**config.mk**
```make
export PLATFORM = sky130hd
export DESIGN_NAME = mi3_fifo
export DESIGN_NICKNAME = d
export VERILOG_FILES = /design/src/hw/rtl/mi3_fifo.sv
export SDC_FILE = /design/constraint.sdc
export NUM_CORES = 1
export LEC_CHECK = 0
export BUFFER_PORTS_ARGS = -buffer_cell sky130_fd_sc_hd__buf_2
export CORE_MARGIN = 1
export CORE_UTILIZATION = 52
export DETAILED_ROUTE_END_ITERATION = 7
export PLACE_DENSITY = 0.79
export SLEW_MARGIN = 0
export SYNTH_ARGS = -nofsm -noshare
export SYNTH_HDL_FRONTEND = slang
export SYNTH_SLANG_ARGS = --single-unit
export TNS_END_PERCENT = 100
```
**constraint.sdc**
```tcl
create_clock -name i_clk -period 3.9 [get_ports i_clk]
set_input_delay 0.78 -clock i_clk [delete_from_list [all_inputs] [get_ports i_clk]]
set_output_delay 0.78 -clock i_clk [all_outputs]
set_load 0.01 [all_outputs]
```
**src/hw/rtl/mi3_fifo.sv**
```systemverilog
// Small register queue with full/empty flags.
module mi3_fifo #(
    parameter int WIDTH = 8,
    parameter int DEPTH = 2
) (
    input  logic             i_clk,
    input  logic             i_rst_n,
    input  logic             i_push,
    input  logic [WIDTH-1:0] i_data,
    output logic             o_full,
    input  logic             i_pop,
    output logic [WIDTH-1:0] o_data,
    output logic             o_empty
);
    localparam int AW = (DEPTH > 1) ? $clog2(DEPTH) : 1;
    localparam int CW = $clog2(DEPTH + 1);

    logic [WIDTH-1:0] r_mem [DEPTH];
    logic [AW-1:0]    r_wr;
    logic [AW-1:0]    r_rd;
    logic [CW-1:0]    r_cnt;
    logic             w_push;
    logic             w_pop;

    assign o_full  = (r_cnt == CW'(DEPTH));
    assign o_empty = (r_cnt == '0);
    assign o_data  = r_mem[r_rd];
    assign w_push  = i_push && !o_full;
    assign w_pop   = i_pop && !o_empty;

    always_ff @(posedge i_clk) begin
        if (w_push) begin
            r_mem[r_wr] <= i_data;
        end
    end

    always_ff @(posedge i_clk) begin
        if (!i_rst_n) begin
            r_wr  <= '0;
            r_rd  <= '0;
            r_cnt <= '0;
        end else begin
            if (w_push) begin
                r_wr <= (r_wr == AW'(DEPTH - 1)) ? '0 : r_wr + 1'b1;
            end
            if (w_pop) begin
                r_rd <= (r_rd == AW'(DEPTH - 1)) ? '0 : r_rd + 1'b1;
            end
            case ({w_push, w_pop})
                2'b10:   r_cnt <= r_cnt + 1'b1;
                2'b01:   r_cnt <= r_cnt - 1'b1;
                default: r_cnt <= r_cnt;
            endcase
        end
    end
endmodule

```
==> impl_metrics.csv, run 1 <==
group,metric,value,unit
timing,setup_viol,0,
place,hpwl,903.4,um
worst_setup_path,r2r_start,"r_cnt[0]",
pwr,powerDensity,637.8,nW/um2
status,outcome,"complete, no violations",
routing,drt_iter0_drc,3,
timing,slew_headroom,74.80,%
timing,fin_crit,2133,ps
clocking,post_cts_buffers,0,
routing,via_count,465,
cells_and_area,seq_area,580.6,um2
place,dp_cells,86,
timing,tns,0,ps
logic_synthesis,synth_cell_type_count,18,
place,io_buffers,21,
clocking,clock_sinks,21,
routing,routedWlPerCell,13.04,um
pwr,p_seq_share,52.6,%
routing,totalWireLength,1174,um
worst_setup_path,cp_slowest_cell,"dfxtp_1",
floorplanning,coreArea,1383,um2
pwr,p_leak,0.3825,nW
logic_synthesis,ys_async_sr_fraction,0,%
routing,viasPerCell,5.167,
clocking,numCtsBuffers,3,
global_route,grt_pass1_vias,456,
worst_hold_path,hold_end,"r_wr",
clocking,insertion_delay,290,ps
pwr,internal_power,0.0004315,W
global_route,grt_max_degree,12,
floorplanning,die_x,41.49,um
clocking,cts.path.max_buffers,2,
routing,drc,0,
floorplanning,io_pins,22,
job,drv_cap,0,
logic_synthesis,yosys-top-cells-count,"edfxtp_1, mux2_2, dfxtp_1, xnor2_1",
routing,dr.pass1.iters,3,
logic_synthesis,synth_edf_count,16,
pwr,p_comb_share,31.4,%
pwr,clockPowerShare,16.0,%
pwr,power_switching,0.0001789,W
timing,max_clock_freq,0.4687,GHz
timing,worst_pin_slew,378.0,ps
pwr,worst_ir_drop_vdd,0.4365,mV
pwr,swShare,29.31,%
pwr,total_power,0.0006105,W
worst_setup_path,critPathCaptureType,"primary output",
logic_synthesis,postSynthRegisterBits,21,
timing,period_share,54.70,%
logic_synthesis,synth_cells,51,
cells_and_area,drive_gt1_share,45.33,%
worst_hold_path,hold_path.class,"flip-flop to flip-flop",
cells_and_area,multi_input_area,215.2,um2
global_route,grt_first_pass_wirelength,2028,um
cells_and_area,fin_cells,90,
clocking,cts_root_buf,"clkbuf_4",
routing,postRouteAntennaNets,0,
floorplanning,dieArea,1721,um2
place,placed_area,930.9,um2
worst_setup_path,rrSetupSlack,2340,ps
logic_synthesis,netlist_area,810.8,um2
global_route,antenna_found_initial,0,
worst_hold_path,hold_path_startpoint,"r_wr",
logic_synthesis,synth_most_common_cell,"edfxtp_1",
cells_and_area,diodes,0,
logic_synthesis,ys.flop_type,"edfxtp_1",
worst_setup_path,rr_endpoint,"r_mem[0][3]",
floorplanning,start_util,58.64,%
clocking,h-tree-depth,1,
place,globalplace.congestion,0.7225,
place,pre_cts_ws,1980,ps
cells_and_area,nets,89,
logic_synthesis,synth_area_leaders,"edfxtp_1, dfxtp_1, mux2_2, xnor2_1, a21boi_1",
timing,fin_ws,1767,ps
worst_setup_path,slowest_delay,550,ps
global_route,overflow,0,
timing,rsz0062_at_grt,"false",
worst_setup_path,crit_chain,"mux2_2, buf_2",
worst_setup_path,critPathArrivalTime,1350,ps
clocking,clkSlewWorstSetupHoldPaths,100,ps
worst_hold_path,hold_depth,2,
cells_and_area,fill_cells,105,
global_route,grt_use_total,16.26,%
cells_and_area,final_area,957.2,um2
worst_setup_path,rr_worst_depth,4,
logic_synthesis,synth.avg_cell_area,15.90,um2
clocking,cts_tree,"done",
timing,final-hold-violation-count,0,
logic_synthesis,ys_seq_area_share,71.60,%
cells_and_area,areaGrowthSynthToFinish,18.06,%
logic_synthesis,ys_warn_count,0,
worst_setup_path,crit_fanout,8,
worst_setup_path,startpoint_type,"flip-flop",
clocking,cts_resized,0,
timing,fin_skew,1.060,ps
logic_synthesis,yosysTopAreaCell,"edfxtp_1",
logic_synthesis,syn-num-nets,64,
worst_setup_path,worstPathRequired,3120,ps
floorplanning,die_height,41.49,um
logic_synthesis,synth_top_area_share,59.26,%
timing,drv_slew,0,
floorplanning,rows,13,
clocking,postCtsHoldBufs,0,
worst_setup_path,worstSetupPathType,"flip-flop to primary output",
-- worst max-delay path, delay by kind of cell (launching register included) --
kind | cells | cell delay [ps]
buf+inv | 1 | 140
mux | 1 | 380
flops | 1 | 550
-- metal layers --
layer  vias up  part of all wire, %  global-route usage [%]
met3         2                  4.0                   4.348
met1       218                   41                   19.70
met2        11                   54                   26.88
met5         -                    0                       0
met4         0                  1.0                   7.742
li1        234                    -                       -
-- worst max-delay path by stage --
stage | startpoint | slack [ps] | to
2_1_floorplan | i_pop | 2160 | r_cnt[1]
3_3_place_gp | i_push | 2020 | r_mem[0][6]
3_5_place_dp | i_push | 1980 | r_mem[0][4]
4_1_cts | flip-flop | 1740 | o_data[1]
5_1_grt | flip-flop | 1700 | o_data[1]
6_report | flip-flop | 1770 | o_data[1]
-- cell usage in the layout, fill, tap and decap left out --
cell type,count
ha_1,1
dfxtp_1,5
or3_1,2
inv_1,2
xnor2_1,3
o21a_1,1
nand2b_2,1
o21ai_0,2
mux2_2,8
clkbuf_1,1
nand2_1,1
nor2b_1,2
and2_1,1
buf_2,21
clkbuf_4,3
a21boi_1,2
nor2_1,1
edfxtp_1,16
inv_2,1
and3_1,1
-- registers in the layout, summed over array words and instances, names as in the netlist, named ones only --
signal	cells
r_wr	1
r_rd	1
r_mem	16
r_cnt	2
-- cell type report --
type / count / share of cell area, %
clock buffer: 4 / 2.745
timing repair buffer: 21 / 10.98
multi-input combinational: 26 / 22.48
inverter: 3 / 1.176
sequential: 21 / 60.65
tap: 15 / 1.961
-- stage by stage --
stage	hold WS [ps]	utilization [%]
floorplan	457.0	-
global placement	470.8	67.33
detailed placement	473.8	67.33
CTS	489.5	69.23
global route	528.9	69.23
finish	487.5	69.23
-- power by group through the flow --
stage	Sequential (W)	Clock [W]	Combinational, W
detailed placement	0.000327	0	0.000195
floorplan	0.000309	0	0.000149
CTS	0.000322	0.000101	0.000196
finish	0.000321	0.0000977	0.000192
global placement	0.000325	0	0.000191
global route	0.000328	0.000111	0.000213
-- cells by family after synthesis --
logic type | count (synthesis) | share of synthesized area, %
muxes | 8 | 11.11
DFF | 21 | 71.61
and+or+nand+nor | 9 | 6.636
buffers and inverters | 4 | 1.851
adders and majority gates | 1 | 1.543
xor gates and xnor gates | 3 | 3.241
AOI/OAI and AO/OA | 5 | 4.012
No activity file was read; power rests on OpenSTA's default activity.
==> run 2: changes to the inputs <==
--- a/config.mk
+++ b/config.mk
@@ -7,9 +7,9 @@
 export LEC_CHECK = 0
 export BUFFER_PORTS_ARGS = -buffer_cell sky130_fd_sc_hd__buf_2
 export CORE_MARGIN = 1
-export CORE_UTILIZATION = 52
+export CORE_UTILIZATION = 49
 export DETAILED_ROUTE_END_ITERATION = 7
-export PLACE_DENSITY = 0.79
+export PLACE_DENSITY = 0.75
 export SLEW_MARGIN = 0
 export SYNTH_ARGS = -nofsm -noshare
 export SYNTH_HDL_FRONTEND = slang
==> constraint.sdc (replaced) <==
create_clock -name i_clk -period 2.1 [get_ports i_clk]
set_input_delay 0.42 -clock i_clk [delete_from_list [all_inputs] [get_ports i_clk]]
set_output_delay 0.42 -clock i_clk [all_outputs]
set_load 0.01 [all_outputs]
==> run 2 against run 1 <==
- via count down 0.86%
- power is 86% higher
- sequential cell count unchanged
- largest power group unchanged
==> impl_metrics.csv, run 2 (same netlist as run 1, synthesis figures left out) <==
group,metric,value,unit
clocking,numCtsBuffers,3,
worst_hold_path,hold_depth,1,
routing,postRouteAntennaNets,0,
global_route,antenna_found_initial,0,
timing,setup_viol,0,
floorplanning,dieArea,1821,um2
cells_and_area,areaGrowthSynthToFinish,18.21,%
clocking,cts_root_buf,"clkbuf_4",
routing,totalWireLength,1148,um
worst_hold_path,hold_path_startpoint,"i_data[7]",
worst_setup_path,critPathCaptureType,"primary output",
global_route,grt_max_degree,12,
place,io_buffers,21,
floorplanning,rows,14,
cells_and_area,nets,89,
worst_setup_path,rrSetupSlack,550,ps
place,globalplace.congestion,0.7115,
routing,drt_iter0_drc,8,
timing,final-hold-violation-count,0,
worst_setup_path,critPathArrivalTime,1340,ps
clocking,clock_sinks,21,
cells_and_area,diodes,0,
clocking,clkSlewWorstSetupHoldPaths,110,ps
worst_setup_path,crit_fanout,8,
worst_setup_path,worstSetupPathType,"flip-flop to primary output",
routing,drc,0,
worst_setup_path,cp_num_buf_inv,1,
routing,routedWlPerCell,12.62,um
worst_setup_path,slowest_delay,530,ps
worst_setup_path,rr_endpoint,"r_mem[0][5]",
clocking,h-tree-depth,1,
global_route,overflow,0,
floorplanning,coreArea,1524,um2
worst_setup_path,r2r_start,"r_cnt[0]",
clocking,cts.path.max_buffers,2,
worst_setup_path,rr_worst_depth,4,
timing,fin_crit,1757,ps
clocking,insertion_delay,290,ps
cells_and_area,layout_common_cells,"buf_2, edfxtp_1, mux2_2, dfxtp_1",
timing,max_clock_freq,0.5691,GHz
timing,rsz0062_at_grt,"false",
status,outcome,"complete, no violations",
cells_and_area,drive_gt1_share,45.33,%
clocking,cts_tree,"done",
routing,via_count,461,
pwr,p_leak,0.3825,nW
job,drv_cap,0,
timing,period_share,83.67,%
timing,slew_headroom,73.32,%
pwr,worst_ir_drop_vdd,0.7182,mV
floorplanning,die_x,42.68,um
floorplanning,start_util,53.20,%
clocking,cts_resized,0,
cells_and_area,final_common_cell,"buf_2",
clocking,post_cts_buffers,0,
timing,drv_slew,0,
routing,dr.pass1.iters,4,
clocking,postCtsHoldBufs,0,
timing,holdWs,307.5,ps
worst_setup_path,cpLargestDelayFamily,"flip-flops",
global_route,grt_use_total,15.97,%
pwr,powerDensity,1187,nW/um2
worst_setup_path,cp_slowest_cell,"dfxtp_1",
routing,viasPerCell,5.066,
global_route,grt_first_pass_wirelength,2021,um
global_route,grt_pass1_vias,488,
worst_setup_path,crit_chain,"mux2_2, buf_2",
cells_and_area,top_register,"r_mem",
worst_hold_path,hold_end,"r_mem[1][7]",
floorplanning,die_height,42.68,um
worst_setup_path,startpoint_type,"flip-flop",
timing,fin_skew,3.489,ps
cells_and_area,top_regs,"r_mem (16), r_cnt (2)",
floorplanning,io_pins,22,
worst_setup_path,worstPathRequired,1680,ps
timing,worst_pin_slew,400.2,ps
worst_hold_path,hold_path.class,"input pin to flip-flop",
cells_and_area,largest_register_ff_count,16,
timing,tns,0,ps
## run 2: metrics by stage
stage | cell area (um2) | utilization (%) | cells | setup slack (ps) | total power (W)
detailed placement | 932.1 | 61.17 | 87 | 534.0 | 0.0009712
finish | 958.4 | 62.89 | 91 | 343.0 | 0.001138
floorplan | 810.8 | - | 51 | 676.5 | 0.0008508
global route | 958.4 | 62.89 | 91 | 253.9 | 0.001228
CTS | 958.4 | 62.89 | 91 | 295.0 | 0.001160
global placement | 932.1 | 61.17 | 87 | 567.4 | 0.0009588
## run 2: how the worst max path moves through the flow
stage                         start           to  slack (ps)  cells after the start
after global routing      flip-flop    o_data[3]         250                      2
after global placement     r_cnt[0]  r_mem[0][2]         570                      4
after floorplan            r_cnt[0]  r_mem[0][0]         680                      4
final                     flip-flop    o_data[1]         340                      2
after CTS                 flip-flop    o_data[1]         300                      2
after detailed placement   r_cnt[0]  r_mem[0][4]         530                      4
## run 2: routing by layer
metal / GRT usage, % / wire length, um
met3: 6.809 / 55
met4: 9.375 / 0
met2: 24.55 / 571
met5: 0 / 0
met1: 18.44 / 522
## run 2: worst register-to-register path, stage by stage, from the launching register on
cell	delay (ps)
dfxtp_1	420
nand2b_2	180
inv_2	40
or3_1	320
inv_1	280
## run 2: area by class of cell
| cell class | instances | area (um2) |
|---|---|---|
| Clock buffer | 4 | 26.28 |
| Fill cell | 136 | 565.5 |
| Inverter | 3 | 11.26 |
| Multi-Input combinational cell | 26 | 215.2 |
| Sequential cell | 21 | 580.6 |
| Tap cell | 16 | 20.02 |
| Timing Repair Buffer | 21 | 105.1 |
## run 2: where the power goes
group / switching (W) / internal [W] / total [W]
registers: 0.0000596 / 0.000535 / 0.000594
logic: 0.000168 / 0.000193 / 0.000361
clock network: 0.000109 / 0.0000738 / 0.000182
